[src/rtl/assert_macros.svh]
// Assertion macros shared by the RTL of the chunked body decoder.
// Depends on nothing; synthesis builds define SYNTHESIS to drop the checks.
`ifndef ASSERT_MACROS_SVH
`define ASSERT_MACROS_SVH
`ifndef SYNTHESIS
`define CHD_ASSERT(label, clk, rstn, prop) \
    label: assert property (@(posedge clk) disable iff (!(rstn)) (prop)) \
        else $error("assertion failed");
`define CHD_NEVER(label, clk, rstn, cond) \
    label: assert property (@(posedge clk) disable iff (!(rstn)) !(cond)) \
        else $error("forbidden condition seen");
`else
`define CHD_ASSERT(label, clk, rstn, prop)
`define CHD_NEVER(label, clk, rstn, cond)
`endif
`endif

[src/rtl/chd_pkg.sv]
// Types and constants of the chunked body decoder.
// Used by chd_parser and http_chunked_body_decoder_top; depends on nothing.
`timescale 1ns / 1ps
`default_nettype none
package chd_pkg;

    localparam int SIZE_W  = 33;
    localparam int LIMIT_W = 29;
    localparam logic [LIMIT_W-1:0] LIMIT_RESET = LIMIT_W'(1) << 28;

    localparam logic [7:0] CH_CR    = 8'h0d;
    localparam logic [7:0] CH_LF    = 8'h0a;
    localparam logic [7:0] CH_SEMI  = 8'h3b;
    localparam logic [7:0] CH_SPACE = 8'h20;
    localparam logic [7:0] CH_TAB   = 8'h09;

    typedef enum logic [3:0] {
        PH_START   = 4'd0,
        PH_HEX     = 4'd1,
        PH_HEX_CR  = 4'd2,
        PH_EXT     = 4'd3,
        PH_EXT_CR  = 4'd4,
        PH_DATA    = 4'd5,
        PH_DATA_CR = 4'd6,
        PH_DATA_LF = 4'd7,
        PH_DONE    = 4'd8,
        PH_ERROR   = 4'd9
    } phase_t;

    typedef enum logic [1:0] {
        ST_BUSY  = 2'd0,
        ST_DONE  = 2'd1,
        ST_ERROR = 2'd2
    } status_t;

    typedef struct packed {
        logic [7:0] body_byte;
        logic       final_byte;
    } item_t;

    typedef struct packed {
        logic       payload_valid;
        logic [7:0] payload_byte;
        status_t    decode_status;
    } result_t;

endpackage
`default_nettype wire

[src/rtl/chd_parser.sv]
// Parse state and one-byte update of the chunked body decoder.
// Depends on chd_pkg and assert_macros.svh.
`timescale 1ns / 1ps
`default_nettype none
`include "assert_macros.svh"
module chd_parser (
    input  wire                          aclk,
    input  wire                          aresetn,
    input  wire                          step_en,
    input  chd_pkg::item_t               item,
    input  wire  [chd_pkg::LIMIT_W-1:0]  max_chunk_size,
    output chd_pkg::result_t             result
);

    chd_pkg::phase_t               phase_reg, phase_next;
    logic [chd_pkg::SIZE_W-1:0]    size_reg, size_next;
    logic [chd_pkg::SIZE_W-1:0]    shifted;
    logic [chd_pkg::SIZE_W-1:0]    remaining;
    logic                          hex_ok;
    logic [3:0]                    hex_digit;
    logic [7:0]                    c;

    always_comb begin
        c         = item.body_byte;
        hex_ok    = 1'b1;
        hex_digit = 4'd0;
        if (c inside {[8'h30:8'h39]}) begin
            hex_digit = c[3:0];
        end else if (c inside {[8'h61:8'h66], [8'h41:8'h46]}) begin
            hex_digit = c[3:0] + 4'd9;
        end else begin
            hex_ok = 1'b0;
        end
    end

    assign shifted   = {size_reg[chd_pkg::SIZE_W-5:0], hex_digit};
    assign remaining = size_reg - chd_pkg::SIZE_W'(1);

    always_comb begin
        phase_next           = phase_reg;
        size_next            = size_reg;
        result.payload_valid = 1'b0;
        result.payload_byte  = 8'd0;
        case (phase_reg)
            chd_pkg::PH_START, chd_pkg::PH_HEX: begin
                if (c == chd_pkg::CH_CR) begin
                    phase_next = chd_pkg::PH_HEX_CR;
                end else if (c == chd_pkg::CH_SEMI) begin
                    phase_next = chd_pkg::PH_EXT;
                end else if (c == chd_pkg::CH_SPACE || c == chd_pkg::CH_TAB) begin
                    phase_next = chd_pkg::PH_HEX;
                end else if (!hex_ok) begin
                    phase_next = chd_pkg::PH_ERROR;
                end else begin
                    size_next  = shifted;
                    phase_next = (shifted > {4'd0, max_chunk_size}) ?
                                 chd_pkg::PH_ERROR : chd_pkg::PH_HEX;
                end
            end
            chd_pkg::PH_HEX_CR: begin
                if (c != chd_pkg::CH_LF) begin
                    phase_next = chd_pkg::PH_ERROR;
                end else begin
                    phase_next = (size_reg == '0) ? chd_pkg::PH_DONE : chd_pkg::PH_DATA;
                end
            end
            chd_pkg::PH_EXT: begin
                if (c == chd_pkg::CH_CR) begin
                    phase_next = chd_pkg::PH_EXT_CR;
                end
            end
            chd_pkg::PH_EXT_CR: begin
                // a lone CR inside an extension is simply skipped
                if (c == chd_pkg::CH_LF) begin
                    phase_next = (size_reg == '0) ? chd_pkg::PH_DONE : chd_pkg::PH_DATA;
                end else if (c != chd_pkg::CH_CR) begin
                    phase_next = chd_pkg::PH_EXT;
                end
            end
            chd_pkg::PH_DATA: begin
                result.payload_valid = 1'b1;
                result.payload_byte  = c;
                size_next            = remaining;
                if (remaining == '0) begin
                    phase_next = chd_pkg::PH_DATA_CR;
                end
            end
            chd_pkg::PH_DATA_CR: begin
                phase_next = (c == chd_pkg::CH_CR) ? chd_pkg::PH_DATA_LF : chd_pkg::PH_ERROR;
            end
            chd_pkg::PH_DATA_LF: begin
                if (c == chd_pkg::CH_LF) begin
                    phase_next = chd_pkg::PH_START;
                    size_next  = '0;
                end else begin
                    phase_next = chd_pkg::PH_ERROR;
                end
            end
            chd_pkg::PH_DONE: begin
                phase_next = chd_pkg::PH_DONE;
            end
            default: begin
                phase_next = chd_pkg::PH_ERROR;
            end
        endcase

        // end of input: clean only right after a chunk's closing CRLF
        if (item.final_byte && phase_next != chd_pkg::PH_DONE &&
            phase_next != chd_pkg::PH_ERROR) begin
            phase_next = (phase_next == chd_pkg::PH_START) ?
                         chd_pkg::PH_DONE : chd_pkg::PH_ERROR;
        end

        case (phase_next)
            chd_pkg::PH_DONE:  result.decode_status = chd_pkg::ST_DONE;
            chd_pkg::PH_ERROR: result.decode_status = chd_pkg::ST_ERROR;
            default:           result.decode_status = chd_pkg::ST_BUSY;
        endcase
    end

    always_ff @(posedge aclk) begin
        if (!aresetn) begin
            phase_reg <= chd_pkg::PH_START;
            size_reg  <= '0;
        end else if (step_en) begin
            phase_reg <= phase_next;
            size_reg  <= size_next;
        end
    end

    `CHD_ASSERT(a_done_sticky, aclk, aresetn,
        (phase_reg == chd_pkg::PH_DONE) |=> (phase_reg == chd_pkg::PH_DONE))
    `CHD_ASSERT(a_error_sticky, aclk, aresetn,
        (phase_reg == chd_pkg::PH_ERROR) |=> (phase_reg == chd_pkg::PH_ERROR))
    `CHD_NEVER(a_data_count_zero, aclk, aresetn,
        (phase_reg == chd_pkg::PH_DATA) && (size_reg == '0))
    `CHD_ASSERT(a_payload_in_data, aclk, aresetn,
        (step_en && result.payload_valid) |-> (phase_reg == chd_pkg::PH_DATA))

endmodule
`default_nettype wire

[src/rtl/http_chunked_body_decoder_top.sv]
// Top level of the HTTP/1.1 chunked body decoder: stream ports, input
// register, limit register and result register. Depends on chd_pkg, chd_parser.
`timescale 1ns / 1ps
`default_nettype none
// Decodes an HTTP/1.1 chunked body one byte per request and returns one result
// per input byte: the payload byte with its valid flag in m_tuser, and the
// sticky status (in progress, complete, error). Throughput is one byte every
// cycle while m_tready keeps up; each byte passes the input register, then the
// result register, with the phase update and 33-bit size shift/compare or decrement
// done combinationally between them. The user must write the chunk size limit via
// cfg_valid/cfg_data (always ready) while no byte is in flight; the block does not check it.
module http_chunked_body_decoder_top (
    input  wire                         aclk,
    input  wire                         aresetn,
    input  wire                         cfg_valid,
    output logic                        cfg_ready,
    input  wire  [chd_pkg::LIMIT_W-1:0] cfg_data,   // max_chunk_size
    input  wire                         s_tvalid,
    output logic                        s_tready,
    input  wire  [7:0]                  s_tdata,    // [7:0] body_byte
    input  wire                         s_tlast,    // final_byte
    output logic                        m_tvalid,
    input  wire                         m_tready,
    output logic [15:0]                 m_tdata,    // [7:0] payload_byte, [9:8] decode_status
    output logic                        m_tuser     // payload_valid
);

    logic [chd_pkg::LIMIT_W-1:0] limit_reg;
    chd_pkg::item_t              item_reg;
    logic                        in_valid_reg;
    chd_pkg::result_t            result;
    chd_pkg::result_t            out_reg;
    logic                        out_valid_reg;
    logic                        advance;

    assign cfg_ready = 1'b1;

    // move the held byte on whenever the result register is free or draining
    assign advance  = in_valid_reg && (!out_valid_reg || m_tready);
    assign s_tready = !in_valid_reg || advance;

    always_ff @(posedge aclk) begin
        if (!aresetn) begin
            limit_reg <= chd_pkg::LIMIT_RESET;
        end else if (cfg_valid) begin
            limit_reg <= cfg_data;
        end
    end

    always_ff @(posedge aclk) begin
        if (!aresetn) begin
            in_valid_reg <= 1'b0;
        end else if (s_tvalid && s_tready) begin
            in_valid_reg <= 1'b1;
        end else if (advance) begin
            in_valid_reg <= 1'b0;
        end
    end

    always_ff @(posedge aclk) begin
        if (s_tvalid && s_tready) begin
            item_reg.body_byte  <= s_tdata;
            item_reg.final_byte <= s_tlast;
        end
    end

    chd_parser u_parser (
        .aclk           (aclk),
        .aresetn        (aresetn),
        .step_en        (advance),
        .item           (item_reg),
        .max_chunk_size (limit_reg),
        .result         (result)
    );

    always_ff @(posedge aclk) begin
        if (!aresetn) begin
            out_valid_reg <= 1'b0;
        end else if (advance) begin
            out_valid_reg <= 1'b1;
        end else if (m_tready) begin
            out_valid_reg <= 1'b0;
        end
    end

    always_ff @(posedge aclk) begin
        if (advance) begin
            out_reg <= result;
        end
    end

    assign m_tvalid = out_valid_reg;
    assign m_tuser  = out_reg.payload_valid;
    assign m_tdata  = {6'd0, out_reg.decode_status, out_reg.payload_byte};

    `CHD_ASSERT(a_hold_input, aclk, aresetn,
        (in_valid_reg && !advance) |=> in_valid_reg)
    `CHD_ASSERT(a_result_follows_step, aclk, aresetn,
        advance |=> out_valid_reg)
    `CHD_NEVER(a_idle_byte_nonzero, aclk, aresetn,
        out_valid_reg && !out_reg.payload_valid && (out_reg.payload_byte != 8'd0))

endmodule
`default_nettype wire

[config.mk]
export PLATFORM = sky130hd
export DESIGN_NAME = http_chunked_body_decoder_top
export DESIGN_NICKNAME = d
export VERILOG_FILES = /design/src/rtl/chd_pkg.sv /design/src/rtl/chd_parser.sv /design/src/rtl/http_chunked_body_decoder_top.sv
export VERILOG_INCLUDE_DIRS = /design/src /design/src/rtl
export SDC_FILE = /design/constraint.sdc
export NUM_CORES = 1
export LEC_CHECK = 0
export ABC_AREA = 0
export BUFFER_PORTS_ARGS = -buffer_cell sky130_fd_sc_hd__buf_2
export CORE_UTILIZATION = 60
export CTS_CLUSTER_DIAMETER = 150
export CTS_CLUSTER_SIZE = 14
export DETAILED_ROUTE_END_ITERATION = 8
export GPL_TIMING_DRIVEN = 0
export PLACE_DENSITY = 0.89
export SLEW_MARGIN = 20
export SYNTH_ARGS = -nofsm -noshare
export SYNTH_HDL_FRONTEND = slang
export SYNTH_SLANG_ARGS = --single-unit
[constraint.sdc]
create_clock -name aclk -period 4.05 [get_ports aclk]
set_clock_uncertainty 0.05 [all_clocks]
set_input_delay 0.81 -clock aclk [delete_from_list [all_inputs] [get_ports aclk]]
set_output_delay 0.81 -clock aclk [all_outputs]
set_load 0.02 [all_outputs]
==> impl_metrics.tcl <==
set metrics [dict create \
    reg2reg_depth 14 \
    grt_pass1_wl_mm 28.41 \
    n_antenna_cell 0 \
    p_leak_nw 2.746 \
    nNetsFinal 868 \
    clk_latency_ns 0.38 \
    cap_viol_max_count 0 \
    synthTopCellsByArea "dfxtp_1 24%, edfxtp_1 10%, ha_1 7.6%" \
    core_region_area_mm2 0.009284 \
    layout-drive-gt1-share_pct 11.57 \
    hold_viol 0 \
    route.detailed.drc 0 \
    synth_top_family_by_area "simple AND/OR/NAND/NOR gates" \
    outcome "complete, no violations" \
    fin_crit_ns 3.802 \
    synthFlopType "dfxtp_1" \
    fillers 787 \
    synth-compound-area-share_pct 21.09 \
    fmax_mhz 263.0 \
    cp_max_fo 5 \
    grt_start_max_net_pins 18 \
    clk_pin_slew_ns 0.09 \
    clkSinkCount 88 \
    hpwl_mm 13.46 \
    ios 63 \
    yosysWarnings 0 \
    synth-simple-area-share_pct 22.49 \
    maxSlewViolCount 0 \
    start_kind "flop" \
    whs_path_depth 2 \
    cts_setup_buffers 0 \
    vias 5885 \
    endpoint_kind "flop" \
    r2r_slack_ns 0.25 \
    fp.dieH_um 100.2 \
    wl_mm 17.98 \
    ys_seq_elements 88 \
    wl_per_cell_um 19.46 \
    io_buffers 54 \
    avgSynthCellArea_um2 8.031 \
    synth_edf_count 20 \
    crit_path_end "m_tdata[9]" \
    cpMostUsedCell "ha_1" \
    crit_start "item_reg[1]" \
    worstSetupPathType "flop to flop" \
    drt-initial-drc-count 454 \
    cp.required_ns 4.12 \
    register_area_mm2 0.001962 \
    num_rows 35 \
    synth_area_mm2 0.005791 \
    power.density_mw_per_mm2 285.2 \
    cts.path.max_buffers 2 \
    dieArea_mm2 0.01005 \
    slowest_delay_ns 0.45 \
    timing.rr.start "item_reg[1]" \
    ant_nets 0 \
    synth_seq_area_share_pct 33.88 \
    grt-ovfl-total 0 \
    synthMuxAreaShare_pct 5.380 \
    dr.pass1.iters 5 \
    largest_reg_flops 33 \
    h-tree-depth 3 \
    final_util_pct 69.35 \
    gp_congestion 1.005 \
    setup_viol 0 \
    cpMaxStageDelayCell "edfxtp_1" \
    ir_drop_mv 0.2369 \
    synth_fa_ha_area_share_pct 7.563 \
    synth_cell_types 70 \
    final_common_cell "nor2_1" \
    syn_to_final_growth_pct 11.19 \
    chipWidth_um 100.2 \
    setup_tns_ns 0 \
    cp_cell_sequence "inv_1 -> ha_1 -> nor3b_1 -> a41oi_1 -> a31oi_1 -> mux2i_1 -> ha_1 -> a21o_1 -> nand3_1 -> a21oi_1 -> o41ai_1 -> o311ai_1 -> a21oi_2 -> nor2b_1" \
    worstMarginPinSlew_ns 1.121 \
    period_share_pct 93.89 \
    maxSlewHeadroom_pct 24.57 \
    rsz0062_at_grt "false" \
    grt_pass1_vias 5659 \
    clock_tree.root_cell "clkbuf_8" \
    start_util_pct 62.37 \
    min_path_type "flop to flop" \
    cts_tree "yes" \
    synth_cells 721 \
    multi_input_comb_area_mm2 0.003415 \
    worst_r2r_endpoint "m_tdata[9]" \
    cts_made_buffers 9 \
    yosysTopAreaCell "dfxtp_1" \
    synth-async-reset-ratio_pct 0 \
    mostFrequentLayoutCells "84 x nor2_1, 68 x dfxtp_1, 60 x buf_2" \
    synth_xor_area_share_pct 1.815 \
    antenna_found_initial 0 \
    vias_per_cell 6.369 \
    grt_usage_pct 36.86 \
    netlist.area_leader.share_pct 23.51 \
    cp.arrival_ns 3.87 \
]
-- layer usage --
metal	vias up	track usage [%]	part of all wire [%]
met1	2753	43.20	39
met2	328	62.91	47
li1	2738	-	-
met5	-	0	0
met3	66	8.217	9.9
met4	0	19.40	4.6
-- worst max-delay path, delay by kind of cell, from the launching register on --
kind | cells | cell delay [ns]
AND/OR/NAND/NOR | 3 | 0.30
flip-flops | 1 | 0.45
adder cells (fa/ha/maj) | 2 | 0.58
buffers and inverters | 1 | 0.15
AO/OA/AOI/OAI | 7 | 1.70
multiplexers | 1 | 0.33
-- where the power goes --
| group | internal (mW) | switching, mW |
|---|---|---|
| clock | 0.302 | 0.314 |
| combinational | 0.105 | 0.166 |
| sequential | 0.928 | 0.0218 |
| total | 1.33 | 0.502 |
-- per-stage QoR --
step / worst slack (ns) / instance area [µm²] / power, mW / hold WS (ns) / instances
finish: 0.2475 / 6439 / 1.837 / 0.4376 / 924
global placement: 0.3206 / 6241 / 1.220 / 0.4099 / 909
detailed placement: 0.2635 / 6247 / 1.230 / 0.4229 / 909
CTS: 0.1515 / 6439 / 1.834 / 0.4350 / 925
floorplan: 0.8006 / 5809 / 1.148 / 0.3996 / 726
global route: 0.05714 / 6439 / 1.897 / 0.4658 / 924
-- cell type report --
class,instances,share of cell area [%]
plain buffers,61,4.197
clock buffers,13,2.312
clock inverters,3,0.6607
inverters,45,2.623
multi-input cells,531,53.03
flip-flops and latches,88,30.47
well taps,129,2.507
repair buffers,54,4.197
-- cell families (layout without fill, tap and decap cells) --
logic type	count (synthesis)	in the layout
compound gates	186	186
xor+xnor	12	12
fa+ha+maj	35	35
buf+inv	107	176
flops	88	88
mux	31	31
other cells	2	7
simple gates	260	260
-- how the worst min path moves through the flow --
| stage | slack, ns | from | end |
|---|---|---|---|
| final | 0.44 | u_parser.size_reg[32] | u_parser.size_reg[32] |
| after global routing | 0.47 | u_parser.size_reg[32] | u_parser.size_reg[32] |
| after CTS | 0.43 | u_parser.size_reg[32] | u_parser.size_reg[32] |
| after detailed placement | 0.42 | u_parser.size_reg[32] | u_parser.size_reg[32] |
| after global placement | 0.41 | u_parser.size_reg[32] | u_parser.size_reg[32] |
| after floorplan | 0.40 | u_parser.size_reg[32] | u_parser.size_reg[32] |
-- synthesized netlist by cell type, drive strengths merged (3+ instances only) --
cell type / instances
xor2: 3
o32ai: 3
o21ai: 39
buf: 17
and3: 8
a31oi: 8
nor4: 14
o41ai: 4
and3b: 4
or3: 4
nand4: 12
a22o: 5
a211oi: 11
a32o: 8
and2: 7
nor2: 84
a22oi: 4
clkbuf: 45
mux2i: 30
a21o: 9
a21oi: 53
o22ai: 4
nor2b: 4
o211a: 4
dfxtp: 68
or2: 3
or4: 11
nand2: 55
edfxtp: 20
nor3: 20
o21a: 3
ha: 35
nand3: 15
o31ai: 4
nor4b: 4
o211ai: 6
nand2b: 6
nor3b: 3
inv: 45
xnor2: 9
-- what timing repair did --
item | CTS | global route
gates resized for setup | 0 | 2
endpoints found under the setup margin | 0 | 4
hold buffers | 0 | 0
hold endpoints to repair | 0 | 0
(Power assumes the default switching activity.)
